<file path="src/rtl/mcpf_pkg.sv">
// ----------------------------------------------------------------------------
// MQTT control packet framer package
// Item types, job descriptor passed from the classifier to the byte
// sequencer, byte slot codes and protocol constants.
// ----------------------------------------------------------------------------
package mcpf_pkg;

    localparam int CFG_INDEX_W = 1;
    localparam int CFG_DATA_W  = 16;
    localparam int LEN_W       = 16;
    localparam int PKT_LEN_W   = 18;

    localparam logic [CFG_INDEX_W-1:0] CFG_KEEP_ALIVE = 1'b0;
    localparam logic [CFG_INDEX_W-1:0] CFG_SUB_ID     = 1'b1;

    localparam logic [15:0] KEEP_ALIVE_RESET = 16'h0064;
    localparam logic [15:0] SUB_ID_RESET     = 16'h0001;

    localparam logic [2:0] CMD_CONNECT     = 3'd0;
    localparam logic [2:0] CMD_SUBSCRIBE   = 3'd1;
    localparam logic [2:0] CMD_UNSUBSCRIBE = 3'd2;
    localparam logic [2:0] CMD_PUBLISH     = 3'd3;
    localparam logic [2:0] CMD_PINGREQ     = 3'd4;
    localparam logic [2:0] CMD_DISCONNECT  = 3'd5;
    localparam logic [2:0] CMD_DATA        = 3'd6;

    localparam logic [7:0] TYPE_CONNECT     = 8'h10;
    localparam logic [7:0] TYPE_SUBSCRIBE   = 8'h82;
    localparam logic [7:0] TYPE_UNSUBSCRIBE = 8'hA2;
    localparam logic [7:0] TYPE_PUBLISH     = 8'h30;
    localparam logic [7:0] TYPE_PINGREQ     = 8'hC0;
    localparam logic [7:0] TYPE_DISCONNECT  = 8'hE0;

    localparam logic [7:0] NAME_LEN_HI = 8'h00;
    localparam logic [7:0] NAME_LEN_LO = 8'h04;
    localparam logic [7:0] CHAR_M      = 8'h4D;
    localparam logic [7:0] CHAR_Q      = 8'h51;
    localparam logic [7:0] CHAR_T      = 8'h54;
    localparam logic [7:0] PROTO_LEVEL = 8'h04;
    localparam logic [7:0] FLAG_CLEAN  = 8'h02;
    localparam logic [7:0] FLAG_USER   = 8'h80;
    localparam logic [7:0] FLAG_PASS   = 8'h40;

    localparam logic [1:0] QOS_MAX = 2'd2;

    typedef enum logic [4:0] {
        SLOT_TYPE,
        SLOT_RL0,
        SLOT_RL1,
        SLOT_RL2,
        SLOT_NAME_LEN_HI,
        SLOT_NAME_LEN_LO,
        SLOT_NAME_M,
        SLOT_NAME_Q,
        SLOT_NAME_T1,
        SLOT_NAME_T2,
        SLOT_LEVEL,
        SLOT_FLAGS,
        SLOT_HEAD_HI,
        SLOT_HEAD_LO,
        SLOT_SEG_HI,
        SLOT_SEG_LO,
        SLOT_DATA,
        SLOT_TAIL_HI,
        SLOT_TAIL_LO,
        SLOT_TAIL_QOS
    } t_slot;

    localparam int NUM_SLOTS = 20;

    typedef struct packed {
        logic [2:0]       command;
        logic [LEN_W-1:0] len_a;
        logic [LEN_W-1:0] len_b;
        logic [LEN_W-1:0] len_c;
        logic [1:0]       qos_level;
        logic [7:0]       data_byte;
    } t_in_item;

    typedef struct packed {
        logic [7:0]           out_byte;
        logic                 last_byte;
        logic [PKT_LEN_W-1:0] packet_length;
    } t_out_item;

    typedef struct packed {
        logic [NUM_SLOTS-1:0] slots;
        logic [7:0]           lead_byte;
        logic [PKT_LEN_W-1:0] rem_len;
        logic [7:0]           flags;
        logic [15:0]          head_word;
        logic [LEN_W-1:0]     seg_len;
        logic [15:0]          tail_word;
        logic [1:0]           tail_qos;
        logic                 finish;
    } t_job;

endpackage

</file>
<file path="src/rtl/mcpf_front.sv">
// ----------------------------------------------------------------------------
// MQTT framer front end
// Takes input items, tracks the open packet's segments and turns each item
// into a job descriptor naming the bytes that the back end must send.
// ----------------------------------------------------------------------------
module mcpf_front (
    input  logic                               i_clk,
    input  logic                               i_rst_n,
    input  logic                               i_push,
    input  mcpf_pkg::t_in_item                 i_item,
    input  logic                               i_cfg_we,
    input  logic [mcpf_pkg::CFG_INDEX_W-1:0]   i_cfg_index,
    input  logic [mcpf_pkg::CFG_DATA_W-1:0]    i_cfg_wdata,
    input  logic                               i_job_full,
    output logic                               o_job_push,
    output mcpf_pkg::t_job                     o_job
);
    import mcpf_pkg::*;

    typedef enum logic [2:0] {
        PH_IDLE,
        PH_CID,
        PH_USER,
        PH_PASS,
        PH_TOPIC,
        PH_MSG
    } t_phase;

    t_phase           r_phase, n_phase;
    logic [LEN_W-1:0] r_remaining, n_remaining;
    logic [LEN_W-1:0] r_len_b, n_len_b;
    logic [LEN_W-1:0] r_len_c, n_len_c;
    logic [2:0]       r_kind, n_kind;
    logic [1:0]       r_qos, n_qos;
    logic [15:0]      r_pub_id, n_pub_id;
    logic [15:0]      r_keep_alive;
    logic [15:0]      r_sub_id;

    logic             accept;
    logic [1:0]       qos_eff;
    logic [PKT_LEN_W-1:0] rl;
    t_job             job;
    logic             job_push;

    assign accept  = i_push & ~i_job_full;
    assign qos_eff = (i_item.qos_level > QOS_MAX) ? QOS_MAX : i_item.qos_level;

    always_comb begin
        n_phase     = r_phase;
        n_remaining = r_remaining;
        n_len_b     = r_len_b;
        n_len_c     = r_len_c;
        n_kind      = r_kind;
        n_qos       = r_qos;
        n_pub_id    = r_pub_id;
        job         = '0;
        job_push    = 1'b0;
        rl          = '0;

        if (accept) begin
            unique case (i_item.command) inside
                CMD_DATA: begin
                    if (r_phase != PH_IDLE && r_remaining != '0) begin
                        job_push              = 1'b1;
                        job.slots[SLOT_DATA]  = 1'b1;
                        job.lead_byte         = i_item.data_byte;
                        n_remaining           = r_remaining - LEN_W'(1);
                    end
                end
                CMD_CONNECT, CMD_SUBSCRIBE, CMD_UNSUBSCRIBE, CMD_PUBLISH,
                CMD_PINGREQ, CMD_DISCONNECT: begin
                    job_push             = 1'b1;
                    n_kind               = i_item.command;
                    n_qos                = qos_eff;
                    n_len_b              = i_item.len_b;
                    n_len_c              = i_item.len_c;
                    n_phase              = PH_IDLE;
                    n_remaining          = '0;
                    job.slots[SLOT_TYPE] = 1'b1;
                    job.slots[SLOT_RL0]  = 1'b1;
                    job.seg_len          = i_item.len_a;
                    unique case (i_item.command) inside
                        CMD_CONNECT: begin
                            rl = PKT_LEN_W'(12) + PKT_LEN_W'(i_item.len_a);
                            job.flags = FLAG_CLEAN;
                            if (i_item.len_b != '0) begin
                                rl        = rl + PKT_LEN_W'(i_item.len_b) + PKT_LEN_W'(2);
                                job.flags = job.flags | FLAG_USER;
                            end
                            if (i_item.len_c != '0) begin
                                rl        = rl + PKT_LEN_W'(i_item.len_c) + PKT_LEN_W'(2);
                                job.flags = job.flags | FLAG_PASS;
                            end
                            job.lead_byte               = TYPE_CONNECT;
                            job.head_word               = r_keep_alive;
                            job.slots[SLOT_NAME_LEN_HI] = 1'b1;
                            job.slots[SLOT_NAME_LEN_LO] = 1'b1;
                            job.slots[SLOT_NAME_M]      = 1'b1;
                            job.slots[SLOT_NAME_Q]      = 1'b1;
                            job.slots[SLOT_NAME_T1]     = 1'b1;
                            job.slots[SLOT_NAME_T2]     = 1'b1;
                            job.slots[SLOT_LEVEL]       = 1'b1;
                            job.slots[SLOT_FLAGS]       = 1'b1;
                            job.slots[SLOT_HEAD_HI]     = 1'b1;
                            job.slots[SLOT_HEAD_LO]     = 1'b1;
                            job.slots[SLOT_SEG_HI]      = 1'b1;
                            job.slots[SLOT_SEG_LO]      = 1'b1;
                            n_phase                     = PH_CID;
                            n_remaining                 = i_item.len_a;
                        end
                        CMD_SUBSCRIBE, CMD_UNSUBSCRIBE: begin
                            rl = PKT_LEN_W'(4) + PKT_LEN_W'(i_item.len_a);
                            if (i_item.command == CMD_SUBSCRIBE) begin
                                rl            = rl + PKT_LEN_W'(1);
                                job.lead_byte = TYPE_SUBSCRIBE;
                            end else begin
                                job.lead_byte = TYPE_UNSUBSCRIBE;
                            end
                            job.head_word           = r_sub_id;
                            job.slots[SLOT_HEAD_HI] = 1'b1;
                            job.slots[SLOT_HEAD_LO] = 1'b1;
                            job.slots[SLOT_SEG_HI]  = 1'b1;
                            job.slots[SLOT_SEG_LO]  = 1'b1;
                            n_phase                 = PH_TOPIC;
                            n_remaining             = i_item.len_a;
                        end
                        CMD_PUBLISH: begin
                            rl = PKT_LEN_W'(2) + PKT_LEN_W'(i_item.len_a)
                               + PKT_LEN_W'(i_item.len_b);
                            if (qos_eff != '0) begin
                                rl = rl + PKT_LEN_W'(2);
                            end
                            job.lead_byte          = TYPE_PUBLISH | {5'b0, qos_eff, 1'b0};
                            job.slots[SLOT_SEG_HI] = 1'b1;
                            job.slots[SLOT_SEG_LO] = 1'b1;
                            n_phase                = PH_TOPIC;
                            n_remaining            = i_item.len_a;
                        end
                        default: begin
                            job.lead_byte = (i_item.command == CMD_PINGREQ) ?
                                            TYPE_PINGREQ : TYPE_DISCONNECT;
                            job.finish    = 1'b1;
                        end
                    endcase
                    job.rem_len         = rl;
                    job.slots[SLOT_RL1] = |rl[PKT_LEN_W-1:7];
                    job.slots[SLOT_RL2] = |rl[PKT_LEN_W-1:14];
                end
                default: begin
                end
            endcase

            // close finished segments: prefixes, trailers and packet end
            if (job_push && n_phase != PH_IDLE && n_remaining == '0) begin
                unique case (n_phase)
                    PH_CID: begin
                        if (n_len_b != '0) begin
                            job.tail_word           = n_len_b;
                            job.slots[SLOT_TAIL_HI] = 1'b1;
                            job.slots[SLOT_TAIL_LO] = 1'b1;
                            n_phase                 = PH_USER;
                            n_remaining             = n_len_b;
                        end else if (n_len_c != '0) begin
                            job.tail_word           = n_len_c;
                            job.slots[SLOT_TAIL_HI] = 1'b1;
                            job.slots[SLOT_TAIL_LO] = 1'b1;
                            n_phase                 = PH_PASS;
                            n_remaining             = n_len_c;
                        end else begin
                            job.finish = 1'b1;
                        end
                    end
                    PH_USER: begin
                        if (n_len_c != '0) begin
                            job.tail_word           = n_len_c;
                            job.slots[SLOT_TAIL_HI] = 1'b1;
                            job.slots[SLOT_TAIL_LO] = 1'b1;
                            n_phase                 = PH_PASS;
                            n_remaining             = n_len_c;
                        end else begin
                            job.finish = 1'b1;
                        end
                    end
                    PH_TOPIC: begin
                        if (n_kind == CMD_SUBSCRIBE) begin
                            job.tail_qos             = n_qos;
                            job.slots[SLOT_TAIL_QOS] = 1'b1;
                            job.finish               = 1'b1;
                        end else if (n_kind == CMD_PUBLISH) begin
                            if (n_qos != '0) begin
                                job.tail_word           = r_pub_id;
                                job.slots[SLOT_TAIL_HI] = 1'b1;
                                job.slots[SLOT_TAIL_LO] = 1'b1;
                                n_pub_id                = r_pub_id + 16'd1;
                            end
                            n_phase     = PH_MSG;
                            n_remaining = n_len_b;
                            if (n_len_b == '0) begin
                                job.finish = 1'b1;
                            end
                        end else begin
                            job.finish = 1'b1;
                        end
                    end
                    default: begin
                        job.finish = 1'b1;
                    end
                endcase
                if (job.finish) begin
                    n_phase     = PH_IDLE;
                    n_remaining = '0;
                end
            end
        end
    end

    always_ff @(posedge i_clk) begin
        if (!i_rst_n) begin
            r_phase      <= PH_IDLE;
            r_remaining  <= '0;
            r_len_b      <= '0;
            r_len_c      <= '0;
            r_kind       <= CMD_CONNECT;
            r_qos        <= '0;
            r_pub_id     <= '0;
            r_keep_alive <= KEEP_ALIVE_RESET;
            r_sub_id     <= SUB_ID_RESET;
        end else begin
            r_phase     <= n_phase;
            r_remaining <= n_remaining;
            r_len_b     <= n_len_b;
            r_len_c     <= n_len_c;
            r_kind      <= n_kind;
            r_qos       <= n_qos;
            r_pub_id    <= n_pub_id;
            if (i_cfg_we) begin
                unique case (i_cfg_index)
                    CFG_KEEP_ALIVE: r_keep_alive <= i_cfg_wdata;
                    CFG_SUB_ID:     r_sub_id     <= i_cfg_wdata;
                    default: begin
                    end
                endcase
            end
        end
    end

    assign o_job_push = job_push;
    assign o_job      = job;

endmodule

</file>
<file path="src/rtl/mcpf_job_fifo.sv">
// ----------------------------------------------------------------------------
// MQTT framer job queue
// Show-ahead queue of job descriptors between the front and back ends.
// ----------------------------------------------------------------------------
module mcpf_job_fifo #(
    parameter int DEPTH = 4
) (
    input  logic           i_clk,
    input  logic           i_rst_n,
    input  logic           i_push,
    input  mcpf_pkg::t_job i_job,
    output logic           o_full,
    input  logic           i_pop,
    output mcpf_pkg::t_job o_job,
    output logic           o_empty
);
    import mcpf_pkg::*;

    localparam int PTR_W = $clog2(DEPTH);
    localparam int CNT_W = $clog2(DEPTH + 1);
    localparam logic [PTR_W-1:0] LAST_PTR = PTR_W'(DEPTH - 1);
    localparam logic [CNT_W-1:0] FULL_CNT = CNT_W'(DEPTH);

    t_job             r_mem [DEPTH];
    logic [PTR_W-1:0] r_wr_ptr;
    logic [PTR_W-1:0] r_rd_ptr;
    logic [CNT_W-1:0] r_count;
    logic             wr;
    logic             rd;

    assign o_full  = (r_count == FULL_CNT);
    assign o_empty = (r_count == '0);
    assign wr      = i_push & ~o_full;
    assign rd      = i_pop & ~o_empty;
    assign o_job   = r_mem[r_rd_ptr];

    always_ff @(posedge i_clk) begin
        if (!i_rst_n) begin
            r_wr_ptr <= '0;
            r_rd_ptr <= '0;
            r_count  <= '0;
        end else begin
            if (wr) begin
                r_wr_ptr <= (r_wr_ptr == LAST_PTR) ? '0 : r_wr_ptr + PTR_W'(1);
            end
            if (rd) begin
                r_rd_ptr <= (r_rd_ptr == LAST_PTR) ? '0 : r_rd_ptr + PTR_W'(1);
            end
            if (wr && !rd) begin
                r_count <= r_count + CNT_W'(1);
            end else if (rd && !wr) begin
                r_count <= r_count - CNT_W'(1);
            end
        end
    end

    always_ff @(posedge i_clk) begin
        if (wr) begin
            r_mem[r_wr_ptr] <= i_job;
        end
    end

endmodule

</file>
<file path="src/rtl/mcpf_back.sv">
// ----------------------------------------------------------------------------
// MQTT framer back end
// Walks the byte slots of the head job, one byte per cycle while the result
// buffer has room, counts packet bytes and feeds that two-entry result buffer.
// ----------------------------------------------------------------------------
module mcpf_back (
    input  logic                i_clk,
    input  logic                i_rst_n,
    input  mcpf_pkg::t_job      i_job,
    input  logic                i_job_empty,
    output logic                o_job_pop,
    input  logic                i_pop,
    output logic                o_empty,
    output mcpf_pkg::t_out_item o_result
);
    import mcpf_pkg::*;

    logic [NUM_SLOTS-1:0] r_done;
    logic [PKT_LEN_W-1:0] r_count;
    t_out_item            r_buf [2];
    logic                 r_wr_ptr;
    logic                 r_rd_ptr;
    logic [1:0]           r_buf_count;

    logic [NUM_SLOTS-1:0] rem_mask;
    logic [NUM_SLOTS-1:0] sel_bit;
    t_slot                sel;
    logic                 job_last;
    logic                 emit;
    logic                 out_rd;
    logic [7:0]           sel_byte;
    logic [PKT_LEN_W-1:0] cnt;
    t_out_item            item;

    assign rem_mask = i_job.slots & ~r_done;

    always_comb begin
        sel = SLOT_TYPE;
        for (int i = NUM_SLOTS - 1; i >= 0; i--) begin
            if (rem_mask[i]) begin
                sel = t_slot'(i);
            end
        end
    end

    assign sel_bit  = {{(NUM_SLOTS-1){1'b0}}, 1'b1} << sel;
    assign job_last = ((rem_mask & ~sel_bit) == '0);
    assign emit     = ~i_job_empty & (r_buf_count != 2'd2);
    assign out_rd   = i_pop & ~o_empty;

    always_comb begin
        unique case (sel) inside
            SLOT_TYPE, SLOT_DATA: sel_byte = i_job.lead_byte;
            SLOT_RL0:         sel_byte = {|i_job.rem_len[PKT_LEN_W-1:7], i_job.rem_len[6:0]};
            SLOT_RL1:         sel_byte = {|i_job.rem_len[PKT_LEN_W-1:14], i_job.rem_len[13:7]};
            SLOT_RL2:         sel_byte = 8'(i_job.rem_len[PKT_LEN_W-1:14]);
            SLOT_NAME_LEN_HI: sel_byte = NAME_LEN_HI;
            SLOT_NAME_LEN_LO: sel_byte = NAME_LEN_LO;
            SLOT_NAME_M:      sel_byte = CHAR_M;
            SLOT_NAME_Q:      sel_byte = CHAR_Q;
            SLOT_NAME_T1,
            SLOT_NAME_T2:     sel_byte = CHAR_T;
            SLOT_LEVEL:       sel_byte = PROTO_LEVEL;
            SLOT_FLAGS:       sel_byte = i_job.flags;
            SLOT_HEAD_HI:     sel_byte = i_job.head_word[15:8];
            SLOT_HEAD_LO:     sel_byte = i_job.head_word[7:0];
            SLOT_SEG_HI:      sel_byte = i_job.seg_len[15:8];
            SLOT_SEG_LO:      sel_byte = i_job.seg_len[7:0];
            SLOT_TAIL_HI:     sel_byte = i_job.tail_word[15:8];
            SLOT_TAIL_LO:     sel_byte = i_job.tail_word[7:0];
            SLOT_TAIL_QOS:    sel_byte = {6'b0, i_job.tail_qos};
            default:          sel_byte = '0;
        endcase
    end

    assign cnt = ((sel == SLOT_TYPE) ? '0 : r_count) + PKT_LEN_W'(1);

    always_comb begin
        item.out_byte      = sel_byte;
        item.last_byte     = job_last & i_job.finish;
        item.packet_length = (job_last & i_job.finish) ? cnt : '0;
    end

    assign o_job_pop = emit & job_last;
    assign o_empty   = (r_buf_count == '0);
    assign o_result  = r_buf[r_rd_ptr];

    always_ff @(posedge i_clk) begin
        if (!i_rst_n) begin
            r_done      <= '0;
            r_count     <= '0;
            r_wr_ptr    <= 1'b0;
            r_rd_ptr    <= 1'b0;
            r_buf_count <= '0;
        end else begin
            if (emit) begin
                r_count  <= cnt;
                r_wr_ptr <= ~r_wr_ptr;
                r_done   <= job_last ? '0 : (r_done | sel_bit);
            end
            if (out_rd) begin
                r_rd_ptr <= ~r_rd_ptr;
            end
            if (emit && !out_rd) begin
                r_buf_count <= r_buf_count + 2'd1;
            end else if (out_rd && !emit) begin
                r_buf_count <= r_buf_count - 2'd1;
            end
        end
    end

    always_ff @(posedge i_clk) begin
        if (emit) begin
            r_buf[r_wr_ptr] <= item;
        end
    end

endmodule

</file>
<file path="src/rtl/mqtt_control_packet_framer.sv">
// ----------------------------------------------------------------------------
// MQTT control packet framer
// Frames MQTT 3.1.1 control packets into a byte stream.
//
// Input channel (push/full): start items name a packet kind and its segment
// lengths; data items carry string bytes in segment order. Data items that
// arrive with no open segment are taken and dropped; a start item abandons
// any open packet.
// Result channel (empty/pop): one packet byte per transfer, last_byte and
// packet_length flag the final byte of each packet.
// Configuration: i_cfg_we writes keep alive (index 0) or the subscribe packet
// identifier (index 1); write only while the block is idle.
// Throughput: one input item per cycle while the job queue has room. The byte
// sequencer sends one byte per cycle while the result buffer has room. A data
// item yields one to three bytes (its byte plus any length prefix, QoS byte or
// identifier that falls due) and a start item its header bytes (2 to 18). The
// first byte of an item goes through the job queue and then the result buffer.
// Reset clears the open packet and the publish identifier, and loads keep
// alive 100 and packet identifier 1. When the receiver stalls, the result
// buffer and job queue fill and full rises; nothing is lost.
// ----------------------------------------------------------------------------
module mqtt_control_packet_framer #(
    parameter int JOB_DEPTH = 4
) (
    input  logic                             i_clk,
    input  logic                             i_rst_n,
    input  logic                             push,
    output logic                             full,
    input  mcpf_pkg::t_in_item               i_item,
    input  logic                             pop,
    output logic                             empty,
    output mcpf_pkg::t_out_item              o_result,
    input  logic                             i_cfg_we,
    input  logic [mcpf_pkg::CFG_INDEX_W-1:0] i_cfg_index,
    input  logic [mcpf_pkg::CFG_DATA_W-1:0]  i_cfg_wdata
);
    import mcpf_pkg::*;

    t_job job_in;
    t_job job_out;
    logic job_push;
    logic job_full;
    logic job_pop;
    logic job_empty;

    mcpf_front u_front (
        .i_clk       (i_clk),
        .i_rst_n     (i_rst_n),
        .i_push      (push),
        .i_item      (i_item),
        .i_cfg_we    (i_cfg_we),
        .i_cfg_index (i_cfg_index),
        .i_cfg_wdata (i_cfg_wdata),
        .i_job_full  (job_full),
        .o_job_push  (job_push),
        .o_job       (job_in)
    );

    mcpf_job_fifo #(
        .DEPTH (JOB_DEPTH)
    ) u_job_fifo (
        .i_clk   (i_clk),
        .i_rst_n (i_rst_n),
        .i_push  (job_push),
        .i_job   (job_in),
        .o_full  (job_full),
        .i_pop   (job_pop),
        .o_job   (job_out),
        .o_empty (job_empty)
    );

    mcpf_back u_back (
        .i_clk       (i_clk),
        .i_rst_n     (i_rst_n),
        .i_job       (job_out),
        .i_job_empty (job_empty),
        .o_job_pop   (job_pop),
        .i_pop       (pop),
        .o_empty     (empty),
        .o_result    (o_result)
    );

    assign full = job_full;

endmodule

</file>
<file path="config.mk">
export PLATFORM = sky130hd
export DESIGN_NAME = mqtt_control_packet_framer
export DESIGN_NICKNAME = d
export VERILOG_FILES = /design/src/rtl/mcpf_pkg.sv /design/src/rtl/mcpf_front.sv /design/src/rtl/mcpf_job_fifo.sv /design/src/rtl/mcpf_back.sv /design/src/rtl/mqtt_control_packet_framer.sv
export SDC_FILE = /design/constraint.sdc
export NUM_CORES = 1
export LEC_CHECK = 0
export BUFFER_PORTS_ARGS = -buffer_cell sky130_fd_sc_hd__buf_2
export CORE_MARGIN = 8
export CORE_UTILIZATION = 57
export CTS_CLUSTER_SIZE = 40
export DETAILED_ROUTE_END_ITERATION = 8
export PLACE_DENSITY = 0.86
export SYNTH_ARGS = -nofsm -noshare
export SYNTH_HDL_FRONTEND = slang
export SYNTH_HIERARCHICAL = 1
export SYNTH_SLANG_ARGS = --single-unit
</file>
<file path="constraint.sdc">
create_clock -name i_clk -period 6.3 [get_ports i_clk]
set_input_delay 1.26 -clock i_clk [delete_from_list [all_inputs] [get_ports i_clk]]
set_output_delay 1.26 -clock i_clk [all_outputs]
set_load 0.03 [all_outputs]
</file>
Yosys cells after proc, flatten, opt, wreduce, memory -nomap -nowiden

Memory sizes are Yosys's and may differ from the RTL's. A register that Yosys moved wholly into a read port is not among the register bits.
Index checks and enable logic that the tools add are counted.

Add/sub/neg operators: 19
Multiply operators: 0
Div/mod/pow operators: 0
Magnitude comparators: 1
Eq/ne operators: 33
Shift operators: 1
Multiplexer cells: 126
Bitwise logic cells: 19
Reductions and logical operators: 44

Operator list:

| cell                  | number |
|---|---|
| $mux 16               | 19 |
| $mux 18               | 11 |
| $pmux 8 s16           | 1 |
| $mux 105              | 1 |
| $mux 5                | 20 |
| $pmux 16 s3           | 2 |
| $reduce_bool 16->1    | 5 |
| $pmux 16 s2           | 2 |
| $mux 58               | 1 |
| $add 18x16->18        | 3 |
| $add 18x2->18 const B | 3 |
| $pmux 18 s3           | 1 |
| $and 20x20->20        | 2 |
| $eq 5x4->1 const B    | 8 |
| $not 20->20           | 2 |
| $mux 3                | 13 |
| $add 18x1->18 const B | 2 |
| $mux 2                | 18 |
| $logic_not 16->1      | 2 |
| $mux 8                | 4 |
| $pmux 8 s3            | 1 |
| $reduce_or 11->1      | 2 |
| $mux 1                | 21 |
| $eq 5x5->1 const B    | 4 |
| other kinds (46)      | 95 |

Flip-flop bits (word level): 153
Bits in latches: 0
Bits in writable memories: 474
Bits in read-only memories: 0
Bits of input ports: 83
Output and inout bits: 29
Logic and storage cells: 262
Memories kept: 2

Memories:

| memory           | depth | width | read ports | clocked after Yosys merged registers in | write ports | RTL line            | RTL |
|---|---|---|---|---|---|---|---|
| u_job_fifo.r_mem | 4     | 105   | 1          | 1                                       | 1           | mcpf_job_fifo.sv:24 | `t_job r_mem [DEPTH];` |
| u_back.r_buf     | 2     | 27    | 1          | 1                                       | 1           | mcpf_back.sv:20     | `t_out_item r_buf [2];` |

Logic depth before layout (Yosys ltp)

Word-level depth: 31
Gate-level depth with buffers: 27
Mapped depth without buffers: 26

Hierarchy

The synthesis kept the hierarchy.

Modules (own cells, without submodules):

| module        | instances | cells an instance | area an instance (µm²) | sequential area each (µm²) |
|---|---|---|---|---|
| mcpf_job_fifo | 1         | 600               | 15,636.2               | 12,792.3 |
| mcpf_front    | 1         | 1,586             | 11,367.2               | 2,082.0 |
| mcpf_back     | 1         | 606               | 5,723.0                | 2,482.4 |

Worst setup path after synthesis

OpenSTA, ideal clock, no wires.

Path type: input-to-reg
Start point: input i_item[44] (netlist bit)
End point: memory u_job_fifo/r_mem[0][87] (netlist bit) (data pin)
Setup time: 0.294 ns
Data arrival time: 6.296 ns
Required time: 6.006 ns
Slack: -0.289 ns
Stages: 26
Path buffers: 1
Cell sequence: clkbuf_1 -> inv_1 -> ha_1 -> nor2_1 -> xnor2_1 -> inv_1 -> ha_1 -> ha_1 -> o21ai_0 -> a21boi_0 -> a21o_1 -> a21oi_1 -> xnor2_1 -> mux2_2 -> ha_1 -> ha_1 -> a21o_1 -> a31oi_1 -> o21ai_0 -> a221o_1 -> a31oi_1 -> xnor2_1 -> a32oi_1 -> nand3_1 -> nor4b_1 -> a31oi_1

RTL lines:

| element     | RTL line                         | RTL |
|---|---|---|
| from (decl) | mqtt_control_packet_framer.sv:29 | `input mcpf_pkg::t_in_item i_item,` |
| to (decl)   | mcpf_job_fifo.sv:24              |  |

==> reports/summary.txt <==
Yosys reg bits: 630
Seq pwr share: 40.9%
Pint: 0.008552 W
worst-case vdd ir drop: 0.2961 mV
Cell Area, Placed: 0.03511 sq mm
initial antenna violation count: 1
first-pass GRT wire length: 156.8 mm
final worst path period share: 95.96%
Unique masters post-synth: 101
hold_buf cts: 0
Max-Cap Viols: 0
Num Clock Sinks: 630
most frequent cells in the layout: edfxtp_1 (474), nand2_1 (315), a21oi_1 (202), buf_4 (200), nor2_1 (175)
GRT Total Usage: 30.72%
leak pwr: 13.31 nW
maximum root-to-sink buffer count: 3
Worst EP arrival: 6.39 ns
Max-slew headroom: 13.10%
largest net degree at the start of global routing: 94
htree depth: 2
proportion of layout cells with a drive suffix above 1: 21.05%
Post-synth ARST share: 0%
RePlAce Congestion: 0.9942
Final #Nets: 3205
Net Sw Frac: 33.70%
run status: completed
DRC viols: 0
leading area contributor after synthesis: edfxtp_1
crit end category: flip-flop
kind of critical path: primary input to flip-flop
Root Driver: clkbuf_16
Post-synth EDFFs: 474
placed wire-length estimate: 69.67 mm
vias per cell: 6.797
Core Rows: 88
worst slew pin tran: 1.294 ns
clk slew on worst S/H paths: 0.06 ns
Synth Instances: 2792
Max Transition Viols Final: 0
Syn. warnings: 6
PwrDens: 346.2 mW/mm^2
Area Growth Syn to Fin: 13.85%
Hold Path Class: flip-flop to flip-flop
Initial DRT Pass Iterations: 6
final setup fails: 0
Final ANT Viol Nets: 0
number of DRC markers in iteration 0: 3506
worst skew pair latency: 0.68 ns
I/O Buffers: 111
vias in the first global route: 25899
CTS Buf Count: 61
dominant register cell in the synthesized netlist: edfxtp_1
design area: 0.03726 sq mm
CP startpoint kind: primary input
CTS tree: done
most common cell after layout, fill and taps aside: edfxtp_1
Starting Density: 57.16%
Routed WL per cell: 27.27 um
top cells by area, synth: edfxtp_1 (43%), dfxtp_1 (9.5%), mux4_2 (7.2%), ha_1 (4.1%), nand2_1 (3.6%)
Final Skew: 0.04590 ns
worst-path fanout max: 9
grt ovf: 0
die width: 255.6 um
Avg Inst Size Synth: 11.72 sq um
Critical Path RT: 6.65 ns
post-synthesis sequential area ratio: 53.04%
core outline area: 0.05725 sq mm
routed via count: 26047
IO Count: 112
Mapped Area: 0.03273 sq mm
Net Switching: 0.004346 W
endpoints failing hold: 0
combinational power share: 30.2%
total wire length: 104.5 mm
Tmin final: 6.046 ns
Max Fclk: 165.4 MHz
clock power share: 28.9%
setup TNS: 0 ns
die area: 0.06534 sq mm
Die Ht: 255.6 um
top-area cell type share of the netlist area: 43.49%
[cell usage after synthesis (31+ instances only)]
cell      count
a211oi_1     38
a21oi_1     202
a22oi_1      38
and2_1       37
and3_1       34
clkbuf_1    101
dfxtp_1     156
edfxtp_1    474
ha_1        107
inv_1        49
mux2_2       40
mux2i_1      44
mux4_2      105
nand2_1     317
nand2b_1     31
nand3_1      58
nand4_1      32
nor2_1      177
nor3_1       61
nor4_1       37
o21ai_0      95
xnor2_1      74
xor2_1       46
[per-stage QoR]
step                setup slack (ns)  utilization, %  hold WS [ns]  total power, W  cells
floorplan                    0.01528               -        0.4357        0.007668   2796
global placement             -0.4278           61.32        0.4411        0.008899   3712
detailed placement           -0.5425           61.32        0.4463        0.009046   3712
CTS                          0.05906           64.88        0.4552         0.01279   3828
global route              -0.0001670           65.06        0.4831         0.01331   3829
finish                        0.2544           65.08        0.4587         0.01290   3832
[area by class of cell]
class	instances	area [sq um]
flip-flops and latches	630	17360
multi-input cells	1948	14500
diodes	3	7.507
clock buffers	82	1659
clock inverters	34	379.1
inverters	52	195.2
repair buffers	318	2197
well taps	765	957.2
fillers	4064	20000
[critical path: stages]
cell,delay (ns)
buf_2,0.15
buf_4,0.19
o21ai_1,0.09
xnor2_1,0.28
ha_1,0.29
ha_1,0.34
o211ai_1,0.11
o211ai_1,0.38
and2_1,0.23
o21ai_0,0.10
buf_4,0.14
xor2_1,0.13
a21oi_1,0.21
ha_1,0.27
ha_1,0.33
a21oi_1,0.17
o21ai_0,0.13
a221o_1,0.36
a31oi_1,0.18
xnor2_1,0.09
a32oi_1,0.21
nand3_1,0.16
nor4b_4,0.35
buf_4,0.16
nor2_1,0.06
[logic make-up (layout without fill, tap and decap cells)]
kind of cell,Yosys count,in the layout,share of synthesized area (%)
AOI/OAI and AO/OA,623,623,12.48
xor gates and xnor gates,120,120,3.212
adders and majority gates,112,112,4.366
buffers and inverters,218,486,3.154
DFF,630,630,53.04
muxes,189,189,9.948
other,1,8,0.01146
and+or+nand+nor,899,899,13.80
[repair_timing]
item / in CTS / in global routing
setup buffers: 0 / 1
setup endpoints to repair: 0 / 16
resized for setup: 0 / 19
[worst paths after layout]
check | startpoint | endpoint | slack, ns | depth (start not counted)
setup / recovery | i_item[45] | u_job_fifo/r_mem[1][88]$_DFFE_PP_ | 0.25 | 25
hold / removal | u_front/r_len_b[0]$_SDFFE_PN0P_ | u_front/r_len_b[0]$_SDFFE_PN0P_ | 0.46 | 2
setup reg to reg | flip-flop | u_job_fifo/r_count[2]$_SDFFE_PN0P_ | 0.43 | 17
hold reg to reg | u_front/r_len_b[0]$_SDFFE_PN0P_ | u_front/r_len_b[0]$_SDFFE_PN0P_ | 0.46 | 2
[registers in the layout, indices dropped and copies added (netlist names), 2 cells and up, named ones only]
signal                cells
u_front/r_phase           3
u_front/r_kind            3
u_back/r_done            20
u_front/r_sub_id         16
u_front/r_pub_id         16
u_job_fifo/r_count        3
u_back/r_buf_count        2
u_job_fifo/r_wr_ptr       2
u_job_fifo/r_rd_ptr       2
u_front/r_len_b          16
u_front/r_len_c          16
u_job_fifo/r_mem        420
u_front/r_qos             2
u_back/r_buf             54
u_front/r_keep_alive     16
u_front/r_remaining      16
u_back/r_count           18
[per-layer routing]
| metal | part of all wire (%) | global-route usage [%] | up-vias |
|---|---|---|---|
| met5 | 0 | 0 | - |
| met4 | 6.6 | 16.81 | 0 |
| met3 | 11 | 6.140 | 413 |
| met2 | 47 | 49.55 | 2045 |
| met1 | 36 | 38.85 | 12505 |
| li1 | - | - | 11084 |
[power groups by stage]
stage          clock [W]  combinational, W  sequential (W)
5_1_grt          0.00389           0.00412         0.00530
6_report         0.00372           0.00390         0.00527
2_1_floorplan          0           0.00241         0.00526
3_3_place_gp           0           0.00363         0.00527
4_1_cts          0.00373           0.00379         0.00527
3_5_place_dp           0           0.00372         0.00533
(Power assumes the default switching activity.)
